--- src/hdl/adrfc_pkg.sv ---
// Shared types, codes and widths for the playback ring flow control block.
package adrfc_pkg;

  // Ring size default and fixed constants.
  localparam int unsigned RING_BYTES_DEFAULT = 131072;
  localparam int unsigned QUEUE_DEPTH        = 2;
  localparam int unsigned FRAME_MASK         = 3;

  // Field widths.
  localparam int unsigned CMD_W      = 3;
  localparam int unsigned POS_W      = 32;
  localparam int unsigned LEN_W      = 32;
  localparam int unsigned LEAD_W     = 16;
  localparam int unsigned COUNT_W    = 64;
  localparam int unsigned KIND_W     = 2;
  localparam int unsigned ROFF_W     = 17;
  localparam int unsigned RLEN_W     = 18;
  localparam int unsigned SOFF_W     = 17;
  localparam int unsigned ANS_W      = 18;
  localparam int unsigned IN_DATA_W  = 2 * POS_W + LEN_W;
  localparam int unsigned OUT_DATA_W = 72;

  localparam logic [LEAD_W-1:0] LEAD_RESET = 16'd4096;

  // Command codes on the input tuser.
  localparam logic [CMD_W-1:0] CMD_POLL  = 3'd0;
  localparam logic [CMD_W-1:0] CMD_WRITE = 3'd1;
  localparam logic [CMD_W-1:0] CMD_LAG   = 3'd2;
  localparam logic [CMD_W-1:0] CMD_OPEN  = 3'd3;
  localparam logic [CMD_W-1:0] CMD_CLOSE = 3'd4;

  // Result kinds on the output tuser.
  localparam logic [KIND_W-1:0] KIND_ZERO  = 2'd0;
  localparam logic [KIND_W-1:0] KIND_COPY  = 2'd1;
  localparam logic [KIND_W-1:0] KIND_FINAL = 2'd2;

  // Decoded operation handed from the front to the back.
  typedef enum logic [2:0] {
    OP_POLL   = 3'd0,
    OP_WRITE  = 3'd1,
    OP_LAG    = 3'd2,
    OP_OPEN   = 3'd3,
    OP_CLOSE  = 3'd4,
    OP_IGNORE = 3'd5
  } op_e;

  // One queued command.
  typedef struct packed {
    op_e              op;
    logic [POS_W-1:0] pos;
    logic [LEN_W-1:0] want;
  } entry_t;

  // One result beat.
  typedef struct packed {
    logic [KIND_W-1:0] kind;
    logic [ROFF_W-1:0] ring_offset;
    logic [RLEN_W-1:0] range_length;
    logic [SOFF_W-1:0] source_offset;
    logic [ANS_W-1:0]  answer;
    logic              status;
    logic              last;
  } result_t;

endpackage

--- src/hdl/audio_dma_ring_flow_control_top.sv ---
// Top level of the playback ring flow control block.
//
// Command beats enter on the s_axis channel; tuser holds the command code and
// tdata the DMA position word, the link position and the offered write length.
// Result beats leave on the m_axis channel; tuser holds the result kind and
// tlast marks the final answer, which closes every command. A write may give up
// to two zero-fill ranges and two copy ranges ahead of its answer.
// The cfg channel writes the lead distance in bytes; it is always ready.
// Commands pass through a two-entry queue into a sequencer that emits at most one
// beat per cycle. Open, close and rejected commands are answered in the head state,
// lag in the lag state, poll after the silence and zero-fill states, and write
// after those and the room and copy states. The first result passes through the
// queue and the output register. Reset clears the counts, closes the stream and
// sets the lead to 4096 bytes. When the receiver stalls, the output register holds
// its beat, the sequencer waits and the queue keeps taking commands until it is full.
module audio_dma_ring_flow_control_top #(
  parameter int unsigned RING_BYTES = adrfc_pkg::RING_BYTES_DEFAULT
) (
  input  logic                             clk_i,
  input  logic                             rst_ni,
  input  logic                             s_axis_tvalid_i,
  output logic                             s_axis_tready_o,
  // dma_position [31:0], link_position [63:32], write_length [95:64]
  input  logic [adrfc_pkg::IN_DATA_W-1:0]  s_axis_tdata_i,
  // command [2:0]
  input  logic [adrfc_pkg::CMD_W-1:0]      s_axis_tuser_i,
  output logic                             m_axis_tvalid_o,
  input  logic                             m_axis_tready_i,
  // ring_offset [16:0], range_length [34:17], source_offset [51:35],
  // answer [69:52], status [70], zero pad [71]
  output logic [adrfc_pkg::OUT_DATA_W-1:0] m_axis_tdata_o,
  // kind [1:0]
  output logic [adrfc_pkg::KIND_W-1:0]     m_axis_tuser_o,
  output logic                             m_axis_tlast_o,
  input  logic                             cfg_valid_i,
  output logic                             cfg_ready_o,
  input  logic [adrfc_pkg::LEAD_W-1:0]     cfg_data_i
);
  import adrfc_pkg::*;

  logic    queue_full;
  logic    push_valid;
  entry_t  push_entry;
  logic    entry_valid;
  entry_t  entry;
  logic    pop;
  result_t result;

  assign cfg_ready_o = 1'b1;

  // Decode and enqueue.
  adrfc_front u_front (
    .s_axis_tvalid_i (s_axis_tvalid_i),
    .s_axis_tready_o (s_axis_tready_o),
    .s_axis_tdata_i  (s_axis_tdata_i),
    .s_axis_tuser_i  (s_axis_tuser_i),
    .queue_full_i    (queue_full),
    .push_valid_o    (push_valid),
    .push_entry_o    (push_entry)
  );

  adrfc_queue u_queue (
    .clk_i        (clk_i),
    .rst_ni       (rst_ni),
    .push_valid_i (push_valid),
    .push_entry_i (push_entry),
    .full_o       (queue_full),
    .pop_i        (pop),
    .valid_o      (entry_valid),
    .entry_o      (entry)
  );

  // Execute and emit.
  adrfc_back #(
    .RING_BYTES (RING_BYTES)
  ) u_back (
    .clk_i         (clk_i),
    .rst_ni        (rst_ni),
    .entry_valid_i (entry_valid),
    .entry_i       (entry),
    .pop_o         (pop),
    .lead_we_i     (cfg_valid_i),
    .lead_i        (cfg_data_i),
    .out_valid_o   (m_axis_tvalid_o),
    .out_ready_i   (m_axis_tready_i),
    .out_o         (result)
  );

  // Pack the result beat.
  assign m_axis_tdata_o = {1'b0, result.status, result.answer, result.source_offset,
                           result.range_length, result.ring_offset};
  assign m_axis_tuser_o = result.kind;
  assign m_axis_tlast_o = result.last;

endmodule

--- src/hdl/adrfc_front.sv ---
// Front end: accepts command beats, decodes the command and picks the play position.
module adrfc_front (
  input  logic                             s_axis_tvalid_i,
  output logic                             s_axis_tready_o,
  input  logic [adrfc_pkg::IN_DATA_W-1:0]  s_axis_tdata_i,
  input  logic [adrfc_pkg::CMD_W-1:0]      s_axis_tuser_i,
  input  logic                             queue_full_i,
  output logic                             push_valid_o,
  output adrfc_pkg::entry_t                push_entry_o
);
  import adrfc_pkg::*;

  logic [POS_W-1:0] dma_pos;
  logic [POS_W-1:0] link_pos;
  op_e              op;

  assign dma_pos  = s_axis_tdata_i[POS_W-1:0];
  assign link_pos = s_axis_tdata_i[2*POS_W-1:POS_W];

  // Command decoder; unknown codes become a no-op.
  always_comb begin
    unique case (s_axis_tuser_i)
      CMD_POLL:  op = OP_POLL;
      CMD_WRITE: op = OP_WRITE;
      CMD_LAG:   op = OP_LAG;
      CMD_OPEN:  op = OP_OPEN;
      CMD_CLOSE: op = OP_CLOSE;
      default:   op = OP_IGNORE;
    endcase
  end

  // A zero position word means the buffer was not written yet, so use the link position.
  assign push_entry_o.op   = op;
  assign push_entry_o.pos  = (dma_pos != '0) ? dma_pos : link_pos;
  assign push_entry_o.want = s_axis_tdata_i[2*POS_W+LEN_W-1:2*POS_W];

  assign s_axis_tready_o = !queue_full_i;
  assign push_valid_o    = s_axis_tvalid_i;

endmodule

--- src/hdl/adrfc_queue.sv ---
// Short command queue between the front end and the back end.
module adrfc_queue (
  input  logic              clk_i,
  input  logic              rst_ni,
  input  logic              push_valid_i,
  input  adrfc_pkg::entry_t push_entry_i,
  output logic              full_o,
  input  logic              pop_i,
  output logic              valid_o,
  output adrfc_pkg::entry_t entry_o
);
  import adrfc_pkg::*;

  localparam int unsigned PTR_W = $clog2(QUEUE_DEPTH);

  entry_t           entries_q [QUEUE_DEPTH];
  logic [PTR_W-1:0] wptr_q;
  logic [PTR_W-1:0] rptr_q;
  logic [PTR_W:0]   count_q;
  logic             push_fire;
  logic             pop_fire;

  assign full_o    = (count_q == (PTR_W+1)'(QUEUE_DEPTH));
  assign valid_o   = (count_q != '0);
  assign push_fire = push_valid_i && !full_o;
  assign pop_fire  = pop_i && valid_o;
  assign entry_o   = entries_q[rptr_q];

  // Entry storage.
  always_ff @(posedge clk_i) begin
    if (push_fire) begin
      entries_q[wptr_q] <= push_entry_i;
    end
  end

  // Pointers and fill count.
  always_ff @(posedge clk_i or negedge rst_ni) begin
    if (!rst_ni) begin
      wptr_q  <= '0;
      rptr_q  <= '0;
      count_q <= '0;
    end else begin
      if (push_fire) begin
        wptr_q <= wptr_q + PTR_W'(1);
      end
      if (pop_fire) begin
        rptr_q <= rptr_q + PTR_W'(1);
      end
      case ({push_fire, pop_fire})
        2'b10:   count_q <= count_q + (PTR_W+1)'(1);
        2'b01:   count_q <= count_q - (PTR_W+1)'(1);
        default: count_q <= count_q;
      endcase
    end
  end

endmodule

--- src/hdl/adrfc_back.sv ---
// Back end: runs each command against the running counts and emits result beats.
module adrfc_back #(
  parameter int unsigned RING_BYTES = adrfc_pkg::RING_BYTES_DEFAULT
) (
  input  logic                          clk_i,
  input  logic                          rst_ni,
  input  logic                          entry_valid_i,
  input  adrfc_pkg::entry_t             entry_i,
  output logic                          pop_o,
  input  logic                          lead_we_i,
  input  logic [adrfc_pkg::LEAD_W-1:0]  lead_i,
  output logic                          out_valid_o,
  input  logic                          out_ready_i,
  output adrfc_pkg::result_t            out_o
);
  import adrfc_pkg::*;

  // The ring size is a power of two, so offsets are the low count bits.
  localparam int unsigned        RING_W     = $clog2(RING_BYTES);
  localparam logic [RING_W:0]    RING_LEN   = (RING_W+1)'(RING_BYTES);
  localparam logic [COUNT_W-1:0] RING_WIDE  = COUNT_W'(RING_BYTES);
  localparam logic [RING_W:0]    FRAME_KEEP = ~((RING_W+1)'(FRAME_MASK));

  typedef enum logic [5:0] {
    ST_HEAD = 6'b000001,
    ST_LAG  = 6'b000010,
    ST_SIL  = 6'b000100,
    ST_ZERO = 6'b001000,
    ST_ROOM = 6'b010000,
    ST_COPY = 6'b100000
  } state_e;

  state_e               state_q, state_d;
  op_e                  op_q;
  logic [LEN_W-1:0]     want_q;
  logic [LEAD_W-1:0]    lead_q;
  logic [COUNT_W-1:0]   written_q;
  logic [COUNT_W-1:0]   played_q;
  logic [COUNT_W-1:0]   silenced_q;
  logic                 open_q;
  logic [RING_W:0]      dlen_q;
  logic [RING_W-1:0]    zoff_q;
  logic [COUNT_W-1:0]   queued_q;
  logic [RING_W:0]      nleft_q;
  logic [RING_W:0]      ntot_q;
  logic [RING_W:0]      src_q;
  logic                 out_valid_q;
  result_t              out_q;

  logic                 slot_free;
  logic                 emit_req;
  logic                 fire;
  result_t              emit_res;

  logic [RING_W-1:0]    pos_low;
  logic                 head_wrap;
  logic [COUNT_W-RING_W-1:0] played_hi;
  logic [COUNT_W-1:0]   head_next;
  logic [COUNT_W-1:0]   diff_wp;
  logic [ANS_W-1:0]     lag_frames;
  logic [COUNT_W-1:0]   sil_gap;
  logic [RING_W:0]      sil_len;
  logic [COUNT_W-1:0]   lead_wide;
  logic [COUNT_W-1:0]   lead_pos;
  logic [RING_W:0]      zero_room;
  logic [RING_W:0]      zero_n;
  logic [COUNT_W-1:0]   room_sum;
  logic [RING_W:0]      room;
  logic [RING_W:0]      take;
  logic [RING_W:0]      take_frames;
  logic [RING_W-1:0]    copy_off;
  logic [RING_W:0]      copy_room;
  logic [RING_W:0]      copy_n;

  function automatic result_t final_res(logic [ANS_W-1:0] ans, logic st);
    result_t r;
    r        = '0;
    r.kind   = KIND_FINAL;
    r.answer = ans;
    r.status = st;
    r.last   = 1'b1;
    return r;
  endfunction

  function automatic result_t range_res(logic [KIND_W-1:0] kind, logic [ROFF_W-1:0] roff,
                                        logic [RLEN_W-1:0] len, logic [SOFF_W-1:0] soff);
    result_t r;
    r               = '0;
    r.kind          = kind;
    r.ring_offset   = roff;
    r.range_length  = len;
    r.source_offset = soff;
    return r;
  endfunction

  // Unwrap the hardware position forward into the played count.
  assign pos_low   = entry_i.pos[RING_W-1:0];
  assign head_wrap = (pos_low < played_q[RING_W-1:0]);
  assign played_hi = played_q[COUNT_W-1:RING_W] + (COUNT_W-RING_W)'(head_wrap);
  assign head_next = {played_hi, pos_low};

  // Queued frames for the lag query.
  assign diff_wp    = written_q - played_q;
  assign lag_frames = (written_q > played_q) ? ANS_W'(diff_wp >> 2) : '0;

  // Silence span, capped at one ring.
  assign sil_gap = played_q - silenced_q;
  assign sil_len = (sil_gap > RING_WIDE) ? RING_LEN : sil_gap[RING_W:0];

  assign lead_wide = COUNT_W'(lead_q);
  assign lead_pos  = played_q + lead_wide;

  // Zero-fill range split at the ring end.
  assign zero_room = RING_LEN - {1'b0, zoff_q};
  assign zero_n    = (dlen_q < zero_room) ? dlen_q : zero_room;

  // Free room and the accepted byte count, whole frames only.
  assign room_sum    = queued_q + lead_wide;
  assign room        = (room_sum < RING_WIDE) ? (RING_LEN - room_sum[RING_W:0]) : '0;
  assign take        = (want_q < LEN_W'(room)) ? want_q[RING_W:0] : room;
  assign take_frames = take & FRAME_KEEP;

  // Copy range split at the ring end.
  assign copy_off  = written_q[RING_W-1:0];
  assign copy_room = RING_LEN - {1'b0, copy_off};
  assign copy_n    = (nleft_q < copy_room) ? nleft_q : copy_room;

  assign slot_free = !out_valid_q || out_ready_i;
  assign fire      = emit_req && slot_free;

  // Sequencer: one result beat per cycle at most.
  always_comb begin
    state_d  = state_q;
    pop_o    = 1'b0;
    emit_req = 1'b0;
    emit_res = '0;
    unique case (state_q)
      ST_HEAD: begin
        if (entry_valid_i) begin
          unique case (entry_i.op) inside
            OP_OPEN, OP_IGNORE: begin
              emit_req = 1'b1;
              emit_res = final_res('0, 1'b0);
              pop_o    = slot_free;
            end
            OP_CLOSE: begin
              emit_req = 1'b1;
              emit_res = final_res('0, !open_q);
              pop_o    = slot_free;
            end
            OP_POLL, OP_WRITE, OP_LAG: begin
              if (!open_q) begin
                emit_req = 1'b1;
                emit_res = final_res('0, 1'b1);
                pop_o    = slot_free;
              end else begin
                pop_o   = 1'b1;
                state_d = (entry_i.op == OP_LAG) ? ST_LAG : ST_SIL;
              end
            end
            default: pop_o = 1'b1;
          endcase
        end
      end
      ST_LAG: begin
        emit_req = 1'b1;
        emit_res = final_res(lag_frames, 1'b0);
        if (slot_free) begin
          state_d = ST_HEAD;
        end
      end
      ST_SIL: state_d = ST_ZERO;
      ST_ZERO: begin
        if (dlen_q == '0) begin
          if (op_q == OP_POLL) begin
            emit_req = 1'b1;
            emit_res = final_res('0, 1'b0);
            if (slot_free) begin
              state_d = ST_HEAD;
            end
          end else begin
            state_d = ST_ROOM;
          end
        end else begin
          emit_req = 1'b1;
          emit_res = range_res(KIND_ZERO, ROFF_W'(zoff_q), RLEN_W'(zero_n), '0);
        end
      end
      ST_ROOM: state_d = ST_COPY;
      ST_COPY: begin
        if (nleft_q == '0) begin
          emit_req = 1'b1;
          emit_res = final_res(ANS_W'(ntot_q), 1'b0);
          if (slot_free) begin
            state_d = ST_HEAD;
          end
        end else begin
          emit_req = 1'b1;
          emit_res = range_res(KIND_COPY, ROFF_W'(copy_off), RLEN_W'(copy_n),
                               SOFF_W'(src_q));
        end
      end
      default: state_d = ST_HEAD;
    endcase
  end

  // Control state and running counts.
  always_ff @(posedge clk_i or negedge rst_ni) begin
    if (!rst_ni) begin
      state_q     <= ST_HEAD;
      out_valid_q <= 1'b0;
      lead_q      <= LEAD_RESET;
      written_q   <= '0;
      played_q    <= '0;
      silenced_q  <= '0;
      open_q      <= 1'b0;
    end else begin
      state_q <= state_d;
      if (lead_we_i) begin
        lead_q <= lead_i;
      end
      if (fire) begin
        out_valid_q <= 1'b1;
      end else if (out_ready_i) begin
        out_valid_q <= 1'b0;
      end
      unique case (state_q)
        ST_HEAD: begin
          if (entry_valid_i && pop_o) begin
            if (entry_i.op == OP_OPEN) begin
              written_q  <= '0;
              played_q   <= '0;
              silenced_q <= '0;
              open_q     <= 1'b1;
            end else if (entry_i.op == OP_CLOSE) begin
              open_q <= 1'b0;
            end else if (open_q && (entry_i.op == OP_POLL || entry_i.op == OP_WRITE ||
                                    entry_i.op == OP_LAG)) begin
              played_q <= head_next;
            end
          end
        end
        ST_SIL: begin
          silenced_q <= played_q;
          if (op_q == OP_WRITE && written_q < lead_pos) begin
            written_q <= lead_pos;
          end
        end
        ST_COPY: begin
          if (fire && nleft_q != '0) begin
            written_q <= written_q + COUNT_W'(copy_n);
          end
        end
        default: ;
      endcase
    end
  end

  // Working registers of the current command and the output beat.
  always_ff @(posedge clk_i) begin
    if (fire) begin
      out_q <= emit_res;
    end
    unique case (state_q)
      ST_HEAD: begin
        op_q   <= entry_i.op;
        want_q <= entry_i.want;
      end
      ST_SIL: begin
        dlen_q <= sil_len;
        zoff_q <= played_q[RING_W-1:0] - sil_len[RING_W-1:0];
      end
      ST_ZERO: begin
        queued_q <= diff_wp;
        if (fire && dlen_q != '0) begin
          dlen_q <= dlen_q - zero_n;
          zoff_q <= zoff_q + zero_n[RING_W-1:0];
        end
      end
      ST_ROOM: begin
        nleft_q <= take_frames;
        ntot_q  <= take_frames;
        src_q   <= '0;
      end
      ST_COPY: begin
        if (fire && nleft_q != '0) begin
          nleft_q <= nleft_q - copy_n;
          src_q   <= src_q + copy_n;
        end
      end
      default: ;
    endcase
  end

  assign out_valid_o = out_valid_q;
  assign out_o       = out_q;

endmodule

--- config.mk ---
export PLATFORM = sky130hd
export DESIGN_NAME = audio_dma_ring_flow_control_top
export DESIGN_NICKNAME = d
export VERILOG_FILES = /design/src/hdl/adrfc_pkg.sv /design/src/hdl/audio_dma_ring_flow_control_top.sv /design/src/hdl/adrfc_front.sv /design/src/hdl/adrfc_queue.sv /design/src/hdl/adrfc_back.sv
export SDC_FILE = /design/constraint.sdc
export NUM_CORES = 2
export LEC_CHECK = 0
export ABC_CLOCK_PERIOD_IN_PS = 10050
export BUFFER_PORTS_ARGS = -buffer_cell sky130_fd_sc_hd__buf_2
export CAP_MARGIN = 20
export CORE_ASPECT_RATIO = 1.2
export CORE_MARGIN = 2
export CORE_UTILIZATION = 40
export CTS_BUF_LIST = sky130_fd_sc_hd__clkbuf_4 sky130_fd_sc_hd__clkbuf_8 sky130_fd_sc_hd__clkbuf_16
export CTS_CLUSTER_DIAMETER = 50
export DETAILED_ROUTE_END_ITERATION = 8
export PLACE_DENSITY_LB_ADDON = 0.2
export SLEW_MARGIN = 20
export SYNTH_ARGS = -nofsm -noshare
export SYNTH_HDL_FRONTEND = slang
export SYNTH_SLANG_ARGS = --single-unit
--- constraint.sdc ---
create_clock -name clk_i -period 10.05 [get_ports clk_i]
set_clock_uncertainty 0.05 [all_clocks]
set_input_delay 2.01 -clock clk_i [delete_from_list [all_inputs] [get_ports clk_i]]
set_output_delay 2.01 -clock clk_i [all_outputs]
set_load 0.1 [all_outputs]
==> metrics.yaml <==
status: "complete, no violations"
track_usage: 0.260
path_max_fanout: 8
synth_cells: 4980
die_y_um: 369
start_util: 0.401
cts_resized: 0
fmax_mhz: 112
rows: 134
placed_cells: 6550
cp-end-kind: "register"
yosys.cell_count.top_type: "nor2_1"
avgSynthCellArea_sq_um: 8.93
cts_root_buffer: "clkbuf_16"
drtAntennaViolNets: 0
vias: 39111
drc: 0
ys.flop_type: "edfxtp_1"
clock-sinks: 582
synth_area_leaders: "edfxtp_1 24%, dfrtp_1 12%, ha_1 11%, o21ai_0 4.4%, xnor2_1 4.4%"
required_ps: 10540
startpoint_type: "register"
grt.busiest_layer: "met2"
ys_async_sr_fraction: 0.378
worstMarginPinSlew_ps: 1040
synth_area_leader_cell: "edfxtp_1"
clock_latency_ps: 680
drtIter0Drc: 3159
wirelength_mm: 151
vias_per_cell: 5.83
slowest_delay_ps: 810
ys_warn_count: 0
antenna_found_initial: 5
n_fill_cell: 10811
synthXorXnorAreaFrac: 0.0650
synth_top_area_frac: 0.244
rsz0062_at_grt: "no"
wl_per_cell_um: 22.5
critical_path_class: "reg -> reg"
hold_viol: 0
rr_endpoint: "u_back.written_q[62]"
crit_top_cell: "o21ai_0"
grt_overflow: 0
post_cts_buffers: 0
critical_path.top_delay_family: "compound AO/OA/AOI/OAI gates"
portBuffers: 180
setup_tns_ps: 0
grt_max_degree: 144
coreArea_sq_um: 111000
yosys.area_share.adder: 0.115
use_met1: 0.328
die_width_um: 308
max-clock-path-buffers: 3
r2r_cells: 31
dp_hpwl_mm: 119
pin_count: 198
synth_edf_count: 362
crit_buf_inv: 3
die-area_sq_um: 114000
synth_top_family_by_area: "compound AO/OA/AOI/OAI gates"
fin_crit_sh: 0.891
gp_congestion: 0.950
yosys-top-cells-count: "420 x nor2_1, 394 x ha_1, 394 x o21ai_0"
cp_slowest_cell: "o21ai_0"
max_slew_margin: 0.289
min_from: "u_back.silenced_q[42]"
period_needed_ps: 8950
setup_viol: 0
syn2layout_area_growth_pct: 12.3
r2r_setup_slack_ps: 1100
maxSlewViolCount: 0
met2_usage: 0.448
hp-class: "reg -> reg"
cts.reportedPaths.clkPinSlew_ps: 60
ctsHtreeMaxLevel: 3
yosys.area_share.simple: 0.182
cts_buffers: 83
synth_area_sq_um: 44500
synthMuxAreaShare: 0.0274
ys_ff_latch: 582
grt_pass1_wl_mm: 227
synth.distinct_cells: 87
drtPass1Iterations: 5
critical_path_arrival_ps: 9440
use_met3: 0.0267
final_cell_count_no_fill: 6704
layout-drive-gt1-share: 0.104
tritoncts: "done"
hold_buffers: 0
r2r_start: "u_back.written_q[4]"
min_delay_worst_endpoint: "u_back.silenced_q[42]"
hold-path-cell-count: 2
synth_compound_area_frac: 0.200
ys_seq_area_frac: 0.368
syn-num-nets: 5504
cap_violations: 0
grt_pass1_vias: 37375
nets: 5663
metrics by stage:
step           setup WS, ps  instance area, sq um   util  hold WS [ps]
6_report               1100                 50000  0.451           448
3_3_place_gp           1290                 47200  0.426           434
2_1_floorplan          1990                 44500      -           411
3_5_place_dp           1270                 47200  0.426           441
4_1_cts                1230                 50000  0.451           453
5_1_grt                 290                 50000  0.451           480
layer usage:
layer / part of all wire / vias to the layer above / routed length, um
li1: - / 18708 / -
met4: 0.046 / 2 / 6980
met3: 0.051 / 285 / 7710
met1: 0.42 / 18873 / 62700
met2: 0.49 / 1243 / 73200
met5: 0.00012 / - / 18
tightest hold or removal path: stages (launching register included):
cell and delay [ps]:
dfrtp_1 340, nand3_1 60, o21ai_0 60
logic make-up (layout without fill, tap and decap cells):
group | after synthesis | in the layout
xor gates and xnor gates | 330 | 330
other | 2 | 3
adders and majority gates | 404 | 404
buffers and inverters | 495 | 722
AOI/OAI and AO/OA | 1410 | 1410
DFF | 582 | 582
and+or+nand+nor | 1646 | 1646
muxes | 111 | 111
worst max-delay path by stage:
stage | start | to | slack [ps] | cells past startpoint
3_5_place_dp | u_back.written_q[4] | u_back.written_q[44] | 1270 | 31
4_1_cts | u_back.written_q[4] | u_back.written_q[44] | 1230 | 31
6_report | u_back.written_q[4] | u_back.written_q[62] | 1100 | 31
2_1_floorplan | u_back.written_q[4] | u_back.written_q[61] | 1990 | 31
5_1_grt | u_back.written_q[4] | u_back.written_q[44] | 290 | 31
3_3_place_gp | u_back.written_q[4] | u_back.written_q[62] | 1290 | 31
layout make-up:
cell class,count,area (sq um),area share
clock buffer,102,2290,0.0457
multi-input combinational,3903,26300,0.527
clock inverter,51,480,0.00961
inverter,328,1230,0.0247
timing repair buffer,241,1380,0.0276
sequential,582,16400,0.328
antenna,1,2.50,0.0000501
tap,1496,1870,0.0375
layout by cell type (no fill, tap or decap), drive strengths merged, types with 30 or more instances in the layout:
master / netlist / layout
o221ai: 32 / 32
dfrtp: 218 / 218
o21ai: 409 / 409
a31oi: 30 / 30
edfxtp: 362 / 362
xor2: 105 / 105
o22ai: 32 / 32
nor2b: 39 / 39
buf: 15 / 241
and3: 56 / 56
a21oi: 362 / 362
nand4: 103 / 103
nand2: 392 / 392
o211ai: 42 / 42
nor4: 61 / 61
clkbuf: 152 / 102
a22o: 34 / 34
and2: 33 / 33
ha: 394 / 394
xnor2: 225 / 225
o21a: 46 / 46
inv: 324 / 345
nor3: 127 / 127
nor2: 420 / 420
mux2: 86 / 86
nand3: 189 / 189
o21bai: 37 / 37
a21o: 176 / 176
or3: 49 / 49
nand2b: 57 / 57
a211oi: 37 / 37
sequential cells by signal, summed over array words and instances (netlist names), 32 cells and up:
signal,cells
u_back.out_o,73
u_back.played_q,64
u_back.queued_q,64
u_back.silenced_q,64
u_back.want_q,32
u_back.written_q,64
u_queue.entries_q,104
Power is left out: the tool's default activity adds up to more than one toggle a clock period on the data nets, which glitch-free logic cannot reach.
